### src/rtl/core/sgt_pkg.sv
// Shared types and constants of the scaled game timebase.
package sgt_pkg;

    // Field widths
    localparam int MODE_W     = 3;
    localparam int TIME_W     = 32;
    localparam int SCALE_W    = 16;
    localparam int STEP_W     = 16;
    localparam int MINF_W     = 10;
    localparam int WAIT_W     = 10;
    localparam int CFG_IDX_W  = 2;
    localparam int CFG_DATA_W = 16;

    // Output beat: five time words, two flags, the wait, padded to whole bytes
    localparam int OUT_USED_W  = 5 * TIME_W + 2 + WAIT_W;
    localparam int OUT_TDATA_W = ((OUT_USED_W + 7) / 8) * 8;

    // Product of a real delta and the Q8.8 scale
    localparam int PROD_W = TIME_W + SCALE_W;
    localparam int FRAC_W = 8;

    // Register reset values and limits
    localparam logic [SCALE_W-1:0] SCALE_RESET   = 16'd256;
    localparam logic [STEP_W-1:0]  STEP_RESET    = 16'd16;
    localparam logic [MINF_W-1:0]  MINF_RESET    = 10'd16;
    localparam logic [MINF_W-1:0]  MINF_MAX      = 10'd1000;
    localparam logic [PROD_W-1:0]  ROUND_HALF    = PROD_W'(128);

    // Command codes carried in the input tuser
    typedef enum logic [MODE_W-1:0] {
        MODE_FRAME_BEGIN = 3'd0,
        MODE_FRAME_END   = 3'd1,
        MODE_START       = 3'd2,
        MODE_STOP        = 3'd3,
        MODE_PAUSE       = 3'd4,
        MODE_RESUME      = 3'd5,
        MODE_STEP        = 3'd6
    } t_mode;

    // Configuration register indexes
    typedef enum logic [CFG_IDX_W-1:0] {
        CFG_SCALE     = 2'd0,
        CFG_STEP      = 2'd1,
        CFG_LIMIT_EN  = 2'd2,
        CFG_MIN_FRAME = 2'd3
    } t_cfg_idx;

endpackage

### src/rtl/core/scaled_game_timebase_unit.sv
// Top level of the scaled game timebase: command pipe, time state and result register.
//
// Commands enter on the s_axis channel: tuser carries the mode, tdata the real
// timer reading in ms. Every accepted beat yields exactly one result beat on
// m_axis, holding the state after the command plus the end-of-frame wait.
// Configuration registers go through i_cfg_we / i_cfg_addr / i_cfg_data, one per clock;
// the user must write them only while no command is in flight; nothing enforces it.
//
// Pipeline: a command is captured in the input register and evaluated from
// there, and its result is registered in the result register. Throughput
// is one command per cycle while the receiver takes results; the path that
// sets the clock is the 32x16 scale multiply followed by the game time add.
//
// When the receiver stalls the result register holds; one further command may
// wait in the input register, after which s_axis_tready drops until the
// result is taken. Synchronous active-low reset clears the time state, the
// run flags and both valid bits and restores the register defaults
// (scale 1.0, step 16 ms, limiting off, minimum frame 16 ms).
module scaled_game_timebase_unit (
    input  logic                           i_clk,
    input  logic                           i_rst_n,
    // command channel
    input  logic                           s_axis_tvalid,
    output logic                           s_axis_tready,
    input  logic [sgt_pkg::TIME_W-1:0]     s_axis_tdata,  // [31:0] now_ms
    input  logic [sgt_pkg::MODE_W-1:0]     s_axis_tuser,  // [2:0] mode
    // result channel
    output logic                           m_axis_tvalid,
    input  logic                           m_axis_tready,
    // [31:0] game_delta_ms, [63:32] real_delta_ms, [95:64] game_time_ms,
    // [127:96] last_real_ms, [159:128] frames, [160] is_started,
    // [161] is_running, [171:162] wait_ms, [175:172] zero
    output logic [sgt_pkg::OUT_TDATA_W-1:0] m_axis_tdata,
    // configuration write port
    input  logic                           i_cfg_we,
    input  logic [sgt_pkg::CFG_IDX_W-1:0]  i_cfg_addr,
    input  logic [sgt_pkg::CFG_DATA_W-1:0] i_cfg_data
);
    import sgt_pkg::*;

    // configuration
    logic [SCALE_W-1:0] r_scale;
    logic [STEP_W-1:0]  r_step_ms;
    logic               r_limit_en;
    logic [MINF_W-1:0]  r_min_frame;

    // input register
    logic               r_in_valid;
    t_mode              r_in_mode;
    logic [TIME_W-1:0]  r_in_now;

    // time state
    logic [TIME_W-1:0]  r_frames, n_frames;
    logic [TIME_W-1:0]  r_last_real, n_last_real;
    logic [TIME_W-1:0]  r_real_delta, n_real_delta;
    logic [TIME_W-1:0]  r_game_delta, n_game_delta;
    logic [TIME_W-1:0]  r_game_time, n_game_time;
    logic               r_started, n_started;
    logic               r_running, n_running;
    logic               r_step_pending, n_step_pending;
    logic [WAIT_W-1:0]  n_wait;

    // result register
    logic                   r_out_valid;
    logic [OUT_TDATA_W-1:0] r_out_data;

    logic                     w_advance;
    logic [TIME_W-1:0]        w_elapsed;
    logic [PROD_W-1:0]        w_prod;
    logic [PROD_W-FRAC_W-1:0] w_quot;
    logic [TIME_W-1:0]        w_scaled;
    logic [MINF_W-1:0]        w_minimum;

    // Move the input beat on when the result register is free or being drained
    assign w_advance     = r_in_valid && (!r_out_valid || m_axis_tready);
    assign s_axis_tready = !r_in_valid || w_advance;
    assign m_axis_tvalid = r_out_valid;
    assign m_axis_tdata  = r_out_data;

    // Write configuration registers
    always_ff @(posedge i_clk) begin
        if (!i_rst_n) begin
            r_scale     <= SCALE_RESET;
            r_step_ms   <= STEP_RESET;
            r_limit_en  <= 1'b0;
            r_min_frame <= MINF_RESET;
        end else if (i_cfg_we) begin
            unique case (t_cfg_idx'(i_cfg_addr))
                CFG_SCALE:     r_scale     <= i_cfg_data[SCALE_W-1:0];
                CFG_STEP:      r_step_ms   <= i_cfg_data[STEP_W-1:0];
                CFG_LIMIT_EN:  r_limit_en  <= i_cfg_data[0];
                CFG_MIN_FRAME: r_min_frame <= i_cfg_data[MINF_W-1:0];
                default: ;
            endcase
        end
    end

    // Capture the command beat
    always_ff @(posedge i_clk) begin
        if (!i_rst_n) begin
            r_in_valid <= 1'b0;
        end else if (s_axis_tready) begin
            r_in_valid <= s_axis_tvalid;
        end
    end

    always_ff @(posedge i_clk) begin
        if (s_axis_tvalid && s_axis_tready) begin
            r_in_mode <= t_mode'(s_axis_tuser);
            r_in_now  <= s_axis_tdata;
        end
    end

    // Real time since the last frame begin, scaled advance with half-up rounding
    assign w_elapsed = r_in_now - r_last_real;
    assign w_prod    = PROD_W'(w_elapsed) * PROD_W'(r_scale) + ROUND_HALF;
    assign w_quot    = w_prod[PROD_W-1:FRAC_W];
    assign w_scaled  = (w_quot[PROD_W-FRAC_W-1:TIME_W] != '0) ? '1 : w_quot[TIME_W-1:0];

    // Clamp the minimum frame length
    assign w_minimum = (r_min_frame > MINF_MAX) ? MINF_MAX : r_min_frame;

    // Apply the command to the time state
    always_comb begin
        n_frames       = r_frames;
        n_last_real    = r_last_real;
        n_real_delta   = r_real_delta;
        n_game_delta   = r_game_delta;
        n_game_time    = r_game_time;
        n_started      = r_started;
        n_running      = r_running;
        n_step_pending = r_step_pending;
        n_wait         = '0;
        unique case (r_in_mode)
            MODE_FRAME_BEGIN: begin
                n_frames     = r_frames + 1'b1;
                n_real_delta = w_elapsed;
                n_last_real  = r_in_now;
                if (r_running) begin
                    n_game_delta = w_scaled;
                    n_game_time  = r_game_time + w_scaled;
                end else if (r_step_pending) begin
                    n_game_delta   = TIME_W'(r_step_ms);
                    n_game_time    = r_game_time + TIME_W'(r_step_ms);
                    n_step_pending = 1'b0;
                end else begin
                    n_game_delta = '0;
                end
            end
            MODE_FRAME_END: begin
                if (r_limit_en && (w_elapsed < TIME_W'(w_minimum))) begin
                    n_wait = w_minimum - w_elapsed[WAIT_W-1:0];
                end
            end
            MODE_START: begin
                if (!r_started) begin
                    n_started = 1'b1;
                    n_running = 1'b1;
                end
            end
            MODE_STOP: begin
                if (r_started) begin
                    n_started   = 1'b0;
                    n_running   = 1'b0;
                    n_game_time = '0;
                end
            end
            MODE_PAUSE: begin
                if (r_started) n_running = 1'b0;
            end
            MODE_RESUME: begin
                if (r_started) n_running = 1'b1;
            end
            MODE_STEP: begin
                n_started      = 1'b1;
                n_running      = 1'b0;
                n_step_pending = 1'b1;
            end
            default: ;
        endcase
    end

    // Advance the time state
    always_ff @(posedge i_clk) begin
        if (!i_rst_n) begin
            r_frames       <= '0;
            r_last_real    <= '0;
            r_real_delta   <= '0;
            r_game_delta   <= '0;
            r_game_time    <= '0;
            r_started      <= 1'b0;
            r_running      <= 1'b0;
            r_step_pending <= 1'b0;
        end else if (w_advance) begin
            r_frames       <= n_frames;
            r_last_real    <= n_last_real;
            r_real_delta   <= n_real_delta;
            r_game_delta   <= n_game_delta;
            r_game_time    <= n_game_time;
            r_started      <= n_started;
            r_running      <= n_running;
            r_step_pending <= n_step_pending;
        end
    end

    // Hold the result beat until taken
    always_ff @(posedge i_clk) begin
        if (!i_rst_n) begin
            r_out_valid <= 1'b0;
        end else if (w_advance) begin
            r_out_valid <= 1'b1;
        end else if (m_axis_tready) begin
            r_out_valid <= 1'b0;
        end
    end

    always_ff @(posedge i_clk) begin
        if (w_advance) begin
            r_out_data <= OUT_TDATA_W'({n_wait, n_running, n_started, n_frames,
                                        n_last_real, n_game_time, n_real_delta,
                                        n_game_delta});
        end
    end

    // Frame count moves by one on a frame begin and never otherwise
    a_frames_step: assert property (@(posedge i_clk) disable iff (!i_rst_n)
        w_advance && r_in_mode == MODE_FRAME_BEGIN |=> r_frames == $past(r_frames) + 1'b1)
        else $error("frame count did not advance on frame begin");

    a_frame_hold: assert property (@(posedge i_clk) disable iff (!i_rst_n)
        !(w_advance && r_in_mode == MODE_FRAME_BEGIN) |=> $stable(r_frames))
        else $error("frame count changed without a frame begin");

    // Free running implies started
    a_run_started: assert property (@(posedge i_clk) disable iff (!i_rst_n)
        r_running |-> r_started)
        else $error("running while not started");

    // A stop of a started game clears game time
    a_stop_clear: assert property (@(posedge i_clk) disable iff (!i_rst_n)
        w_advance && r_in_mode == MODE_STOP && r_started |=> r_game_time == '0)
        else $error("stop did not clear game time");

    // A nonzero wait only appears with limiting enabled
    a_wait_limit: assert property (@(posedge i_clk) disable iff (!i_rst_n)
        r_out_valid && r_out_data[OUT_USED_W-1 -: WAIT_W] != '0 |-> r_limit_en)
        else $error("wait reported with limiting off");

endmodule

### config.mk
export PLATFORM = sky130hd
export DESIGN_NAME = scaled_game_timebase_unit
export DESIGN_NICKNAME = d
export VERILOG_FILES = /design/src/rtl/core/sgt_pkg.sv /design/src/rtl/core/scaled_game_timebase_unit.sv
export SDC_FILE = /design/constraint.sdc
export NUM_CORES = 2
export LEC_CHECK = 0
export ABC_AREA = 1
export BUFFER_PORTS_ARGS = -buffer_cell sky130_fd_sc_hd__clkbuf_2
export CAP_MARGIN = 20
export CORE_MARGIN = 3
export CORE_UTILIZATION = 30
export CTS_CLUSTER_SIZE = 40
export DETAILED_ROUTE_END_ITERATION = 8
export GPL_TIMING_DRIVEN = 0
export HOLD_SLACK_MARGIN = 0.12
export PLACE_DENSITY = 0.42
export SYNTH_ARGS = -nofsm -noshare
export SYNTH_HDL_FRONTEND = slang
export SYNTH_SLANG_ARGS = --single-unit
export TNS_END_PERCENT = 1
### constraint.sdc
create_clock -name i_clk -period 25.2 [get_ports i_clk]
set_clock_uncertainty 0.2 [all_clocks]
set_input_delay 5.04 -clock i_clk [delete_from_list [all_inputs] [get_ports i_clk]]
set_output_delay 5.04 -clock i_clk [all_outputs]
set_load 0.005 [all_outputs]
After elaboration in Yosys (flattened, before gate mapping)
Cells that the tools add are included.
Widths: inputs -> output; s select.
- register bits: 415
- output and inout bits: 178
- word-level logic and storage cells: 78
- $add $sub $neg: 6
- $mul: 1
- $lt $le $gt $ge: 2
- equality and inequality tests: 10
- multiplexer cells: 21
- reduce and logical (&&, ||, !) cells: 20
- operator list (kind ; number):
    $mux 32 ; 9
    $pmux 32 s2 ; 1
    $add 48x8->48 const B ; 1
    $mul 32x16->48 ; 1
    $add 32x1->32 const B ; 1
    $add 32x16->32 ; 1
    $add 32x32->32 ; 1
    $lt 32x10->1 ; 1
    $sub 32x32->32 ; 1
    $mux 16 ; 1
    $gt 10x10->1 const B ; 1
    $mux 10 ; 1
    $reduce_and 2->1 ; 5
    $sub 10x10->10 ; 1
    $eq 3x3->1 const B ; 3
    $reduce_bool 8->1 ; 1
    $eq 3x2->1 const B ; 2
    $mux 1 ; 6
    $eq 2x2->1 const B ; 2
    $pmux 1 s2 ; 2
    $pmux 1 s4 ; 1
    $reduce_bool 2->1 ; 2
    $reduce_or 2->1 ; 2
    $eq 3x1->1 const B ; 1
    other kinds (8) ; 12

Depth between registers and ports, before layout
- word-level depth: 8
- depth in mapped cells: 68
- mapped depth without buffers: 67

Worst setup path before layout
Ideal clock, no wire load.
- path type: input-to-reg
- start: input port m_axis_tready
- end: register r_step_pending
- arrival: 11169 ps
- path slack: 13744 ps
- cell stages on the path: 9
- path buffers: 3
- cells stage by stage: inv_1 > nand2_1 > nand2_1 > clkbuf_1 > clkbuf_1 > clkinv_1 > clkbuf_1 > nand4_1 > a21oi_1
- word-level cells in the longest chain between the ends: 3
- ends and longest elaborated chain (what ; line ; RTL):
    start, declared ; scaled_game_timebase_unit.sv:29 ; input logic m_axis_tready,
    $logic_or 1x1->1 ; scaled_game_timebase_unit.sv:75 ; assign w_advance = r_in_valid && (!r_out_valid || m_axis_tready);
    $logic_and 1x1->1 ; scaled_game_timebase_unit.sv:75 ;
    via w_advance ; scaled_game_timebase_unit.sv:67 ; logic w_advance;
    $reduce_and 3->1 (no line) ; -- ;
    end signal, assigned ; scaled_game_timebase_unit.sv:202 ; r_step_pending <= n_step_pending;
    end, declared ; scaled_game_timebase_unit.sv:60 ; logic r_step_pending, n_step_pending;
The timed path passes the listed nets, and every way through them passes these cells.
A chain may end at the register's enable or synchronous reset.

Final worst setup path
- start: register r_in_now[0]
- end: register r_out_data[92], in the netlist m_axis_tdata[92], data pin
- word-level cells in the longest chain between the ends: 8
- ends and longest elaborated chain (what ; line ; RTL):
    start, declared ; scaled_game_timebase_unit.sv:50 ; logic [TIME_W-1:0] r_in_now;
    start signal, assigned ; scaled_game_timebase_unit.sv:110 ; r_in_now <= s_axis_tdata;
    $sub 32x32->32 (*) ; scaled_game_timebase_unit.sv:115 ; assign w_elapsed = r_in_now - r_last_real;
    $mul 32x16->48 (*) ; scaled_game_timebase_unit.sv:116 ; assign w_prod = PROD_W'(w_elapsed) * PROD_W'(r_scale) + ROUND_HALF;
    $add 48x8->48 (*) ; scaled_game_timebase_unit.sv:116 ;
    $reduce_bool 8->1 ; scaled_game_timebase_unit.sv:118 ; assign w_scaled = (w_quot[PROD_W-FRAC_W-1:TIME_W] != '0) ? '1 : w_quot[TIME_W-1:0];
    $mux 32 (*) ; scaled_game_timebase_unit.sv:118 ;
    $add 32x32->32 (*) ; scaled_game_timebase_unit.sv:141 ; n_game_time = r_game_time + w_scaled;
    $mux 32 (*) ; scaled_game_timebase_unit.sv:139 ; if (r_running) begin
    $pmux 32 s2 (*) ; scaled_game_timebase_unit.sv:134 ; unique case (r_in_mode)
    via n_game_time[28] ; scaled_game_timebase_unit.sv:57 ; logic [TIME_W-1:0] r_game_time, n_game_time;
    end signal, assigned ; scaled_game_timebase_unit.sv:219 ; r_out_data <= OUT_TDATA_W'({n_wait, n_running, n_started, n_frames,
    end, declared ; scaled_game_timebase_unit.sv:65 ; logic [OUT_TDATA_W-1:0] r_out_data;
The timed path passes the listed nets; every way through them passes the cells marked *.

==> impl_metrics.sql <==
INSERT INTO impl_metrics (metric_group, metric, value, unit) VALUES
('global_routing', 'first_global_vias', '34064', ''),
('sta', 'rsz0062_at_grt', 'no', ''),
('critical_path', 'critical_path.top_delay_family', 'adder cells', ''),
('global_routing', 'grt_usage', '0.219', ''),
('global_routing', 'global_route.usage.met2', '0.351', ''),
('global_routing', 'largest_net_degree_at_the_start_of_global_routing', '60', ''),
('route', 'ant_nets', '0', ''),
('sta', 'tns', '0', 'ns'),
('route', 'detail_route.vias_per_cell', '4.71', ''),
('sta', 'timing.final.crit_share', '0.516', ''),
('logic_synthesis', 'post_synth.cell_area_avg', '7.79', 'um2'),
('pwr', 'power.share.switching', '0.538', ''),
('clocking', 'post_cts_buffers', '0', ''),
('die', 'io_pins', '236', ''),
('placed_design', 'dpl.cell_count', '7049', ''),
('route', 'detail_route.iter0.violations', '2517', ''),
('logic_synthesis', 'postSynthRegisterBits', '415', ''),
('pwr', 'combPwrFrac', '0.682', ''),
('sta', 'layout_min_cycle_time', '12.99', 'ns'),
('global_routing', 'met1_usage', '0.302', ''),
('clocking', 'clock_sink_count', '415', ''),
('logic_synthesis', 'synth_enable_flop_cells', '207', ''),
('route', 'detail_route.first_pass.iterations', '7', ''),
('clocking', 'cts_made_buffers', '50', ''),
('critical_path', 'end_kind', 'flip-flop', ''),
('global_routing', 'globalRoute.busiestLayer', 'met2', ''),
('logic_synthesis', 'post_syn_area', '39400', 'um2'),
('finish', 'final_cell_count_no_fill', '7145', ''),
('clocking', 'cts-hold-fix-buffers', '0', ''),
('finish', 'multi_input_area', '24100', 'um2'),
('pwr', 'irDropWorstVdd', '75.9', 'uV'),
('logic_synthesis', 'synth_top_cell_area_share', '0.214', ''),
('sta', 'layout_setup_ws', '12.21', 'ns'),
('global_routing', 'gr-total-overflow', '0', ''),
('logic_synthesis', 'synth_async_sr_flop_share', '0', ''),
('die', 'fp.dieArea', '136000', 'um2'),
('die', 'floorplan.rows', '132', ''),
('critical_path', 'arrival_time_at_the_worst_endpoint', '13.18', 'ns'),
('critical_path', 'crit_path_frequent_cell', 'sky130_fd_sc_hd__nand2_1', ''),
('clocking', 'root_buffer', 'sky130_fd_sc_hd__clkbuf_16', ''),
('run', 'maxCapViolations', '0', ''),
('finish', 'design.final.nets', '6089', ''),
('logic_synthesis', 'yosys_warnings', '0', ''),
('logic_synthesis', 'synth_top_cells_by_area', 'sky130_fd_sc_hd__fa_1 21%, sky130_fd_sc_hd__edfxtp_1 16%, sky130_fd_sc_hd__dfxtp_1 11%', ''),
('die', 'initial_core_util', '0.303', ''),
('placed_design', 'detailed_place_hpwl', '123000', 'um'),
('sta', 'report.final.setup_viol', '0', ''),
('pwr', 'power_frac_seq', '0.162', ''),
('clocking', 'cts_tree', 'yes', ''),
('pwr', 'power_frac_clock', '0.156', ''),
('run_status', 'outcome', 'finished clean', ''),
('route', 'dr_total_vias', '33684', ''),
('critical_path', 'path_buf_inv', '14', ''),
('die', 'die_height', '369', 'um'),
('critical_path', 'timing_worst_setup_path_type', 'flip-flop to flip-flop', ''),
('placed_design', 'place_worst_setup_slack', '12.25', 'ns'),
('critical_path', 'critical_path_peak_fanout', '10', ''),
('logic_synthesis', 'synth_top_flop_cell', 'sky130_fd_sc_hd__dfxtp_1', ''),
('critical_path', 'type_of_element_launching_the_critical_path', 'flip-flop', ''),
('sta', 'clock.fmax', '77.0', 'MHz'),
('finish', 'syn2layout_area_growth', '13.5', '%'),
('sta', 'timing_max_transition_violations_final', '0', ''),
('route', 'drt-wirelength-per-cell', '20.9', 'um'),
('critical_path', 'critPathMaxStageDelay', '0.63', 'ns'),
('clocking', 'cts-resized-gates', '0', ''),
('pwr', 'power.leakage', '21.6', 'nW'),
('pwr', 'power_switching', '2.61', 'mW'),
('clocking', 'cts-root-to-sink-buffers', '3', ''),
('critical_path', 'worstPathRequired', '25.39', 'ns'),
('placed_design', 'placer_s_final_routability_congestion_estimate', '0.904', ''),
('worst_hold_path', 'worst_hold_path_type', 'flip-flop to flip-flop', '');
## metrics by stage
stage                     hold slack [ns]  power, mW  instance area (um2)
after floorplan                     0.230       2.99                39400
after global placement              0.265       4.12                42800
after detailed placement            0.269       4.12                43000
after CTS                           0.278       4.91                44700
after global routing                0.293       5.33                44800
final                               0.277       4.85                44800
## cells by family (layout without fill, tap and decap cells)
logic type | count (synthesis) | count (layout) | synth area share
fa+ha+maj | 670 | 670 | 0.293
simple gates | 1736 | 1736 | 0.182
flops | 415 | 415 | 0.263
compound gates | 821 | 821 | 0.112
xor+xnor | 98 | 98 | 0.0227
other cells | 1 | 4 | 0.0000951
buf+inv | 1321 | 1659 | 0.127
## cells in the final DEF, fill, tap and decap left out, types with 20 or more instances in the layout
master,netlist,final
sky130_fd_sc_hd__nand4_1,32,32
sky130_fd_sc_hd__inv_1,1100,1099
sky130_fd_sc_hd__o211ai_1,21,21
sky130_fd_sc_hd__or2_2,28,28
sky130_fd_sc_hd__fa_1,422,422
sky130_fd_sc_hd__nor2_1,519,519
sky130_fd_sc_hd__ha_1,248,248
sky130_fd_sc_hd__nand2_1,923,923
sky130_fd_sc_hd__clkinv_1,18,20
sky130_fd_sc_hd__inv_2,21,22
sky130_fd_sc_hd__clkbuf_16,0,50
sky130_fd_sc_hd__o21ai_1,45,45
sky130_fd_sc_hd__a21oi_1,323,323
sky130_fd_sc_hd__o21ai_0,355,355
sky130_fd_sc_hd__dfxtp_1,208,208
sky130_fd_sc_hd__xor2_1,69,69
sky130_fd_sc_hd__nor3_1,26,26
sky130_fd_sc_hd__clkbuf_2,0,232
sky130_fd_sc_hd__clkbuf_1,162,174
sky130_fd_sc_hd__xnor2_1,24,22
sky130_fd_sc_hd__edfxtp_1,207,207
sky130_fd_sc_hd__nand3_1,128,128
## path summary, 6_finish.rpt
check	start	end	slack, ns	depth (start not counted)
max	r_in_now[0]	m_axis_tdata[92]	12.21	58
min	r_limit_en	r_limit_en	0.28	2
max reg2reg	r_in_now[0]	m_axis_tdata[92]	12.21	58
min reg2reg	r_limit_en	r_limit_en	0.28	2
## power by group through the flow
stage               registers [mW]  clock network [mW]  logic (mW)
floorplan                    0.793                   0        2.20
global placement             0.806                   0        3.31
detailed placement           0.801                   0        3.32
CTS                          0.787               0.783        3.34
global route                 0.791               0.810        3.73
finish                       0.787               0.757        3.31
## routing by layer
metal / vias up / share of wire
met3: 179 / 0.052
li1: 16210 / -
met4: 2 / 0.036
met5: - / 0.000087
met1: 16419 / 0.46
met2: 874 / 0.45
## cell usage after synthesis (15+ instances only)
| master | number |
|---|---|
| sky130_fd_sc_hd__o21ai_0 | 355 |
| sky130_fd_sc_hd__xnor2_1 | 24 |
| sky130_fd_sc_hd__or2_2 | 28 |
| sky130_fd_sc_hd__inv_1 | 1100 |
| sky130_fd_sc_hd__nand2_1 | 923 |
| sky130_fd_sc_hd__nor2_1 | 519 |
| sky130_fd_sc_hd__clkinv_1 | 18 |
| sky130_fd_sc_hd__a21oi_1 | 323 |
| sky130_fd_sc_hd__nand2_2 | 19 |
| sky130_fd_sc_hd__clkbuf_1 | 162 |
| sky130_fd_sc_hd__o211ai_1 | 21 |
| sky130_fd_sc_hd__o21ai_1 | 45 |
| sky130_fd_sc_hd__fa_1 | 422 |
| sky130_fd_sc_hd__nand4_1 | 32 |
| sky130_fd_sc_hd__xor2_1 | 69 |
| sky130_fd_sc_hd__edfxtp_1 | 207 |
| sky130_fd_sc_hd__nor3_1 | 26 |
| sky130_fd_sc_hd__dfxtp_1 | 208 |
| sky130_fd_sc_hd__nand3_1 | 128 |
| sky130_fd_sc_hd__ha_1 | 248 |
| sky130_fd_sc_hd__inv_2 | 21 |
| sky130_fd_sc_hd__o21bai_1 | 15 |
## layout make-up
| type | instances | area share |
|---|---|---|
| Sequential cell | 415 | 0.232 |
| Tap cell | 1742 | 0.0487 |
| Clock inverter | 23 | 0.00690 |
| Buffer | 181 | 0.0165 |
| Inverter | 1140 | 0.0957 |
| Timing Repair Buffer | 244 | 0.0314 |
| Clock buffer | 71 | 0.0313 |
| Multi-Input combinational cell | 3329 | 0.538 |
## registers in the layout, indices dropped and copies added, names as in the netlist
name and count:
r_in_mode 3, r_running 1, r_step_ms 16, r_game_delta 32
r_scale 16, r_real_delta 32, r_in_now 32, m_axis_tvalid 1
r_started 1, r_step_pending 1, r_game_time 32, r_frames 32
r_limit_en 1, m_axis_tdata 172, r_in_valid 1, r_last_real 32
r_min_frame 10
## worst min-delay path, delay by kind of cell, from the launching register on
family                 cells  cell delay [ns]
DFF                        1             0.30
AOI/OAI and AO/OA          1             0.06
buffers and inverters      1             0.07
(Power assumes the default switching activity.)
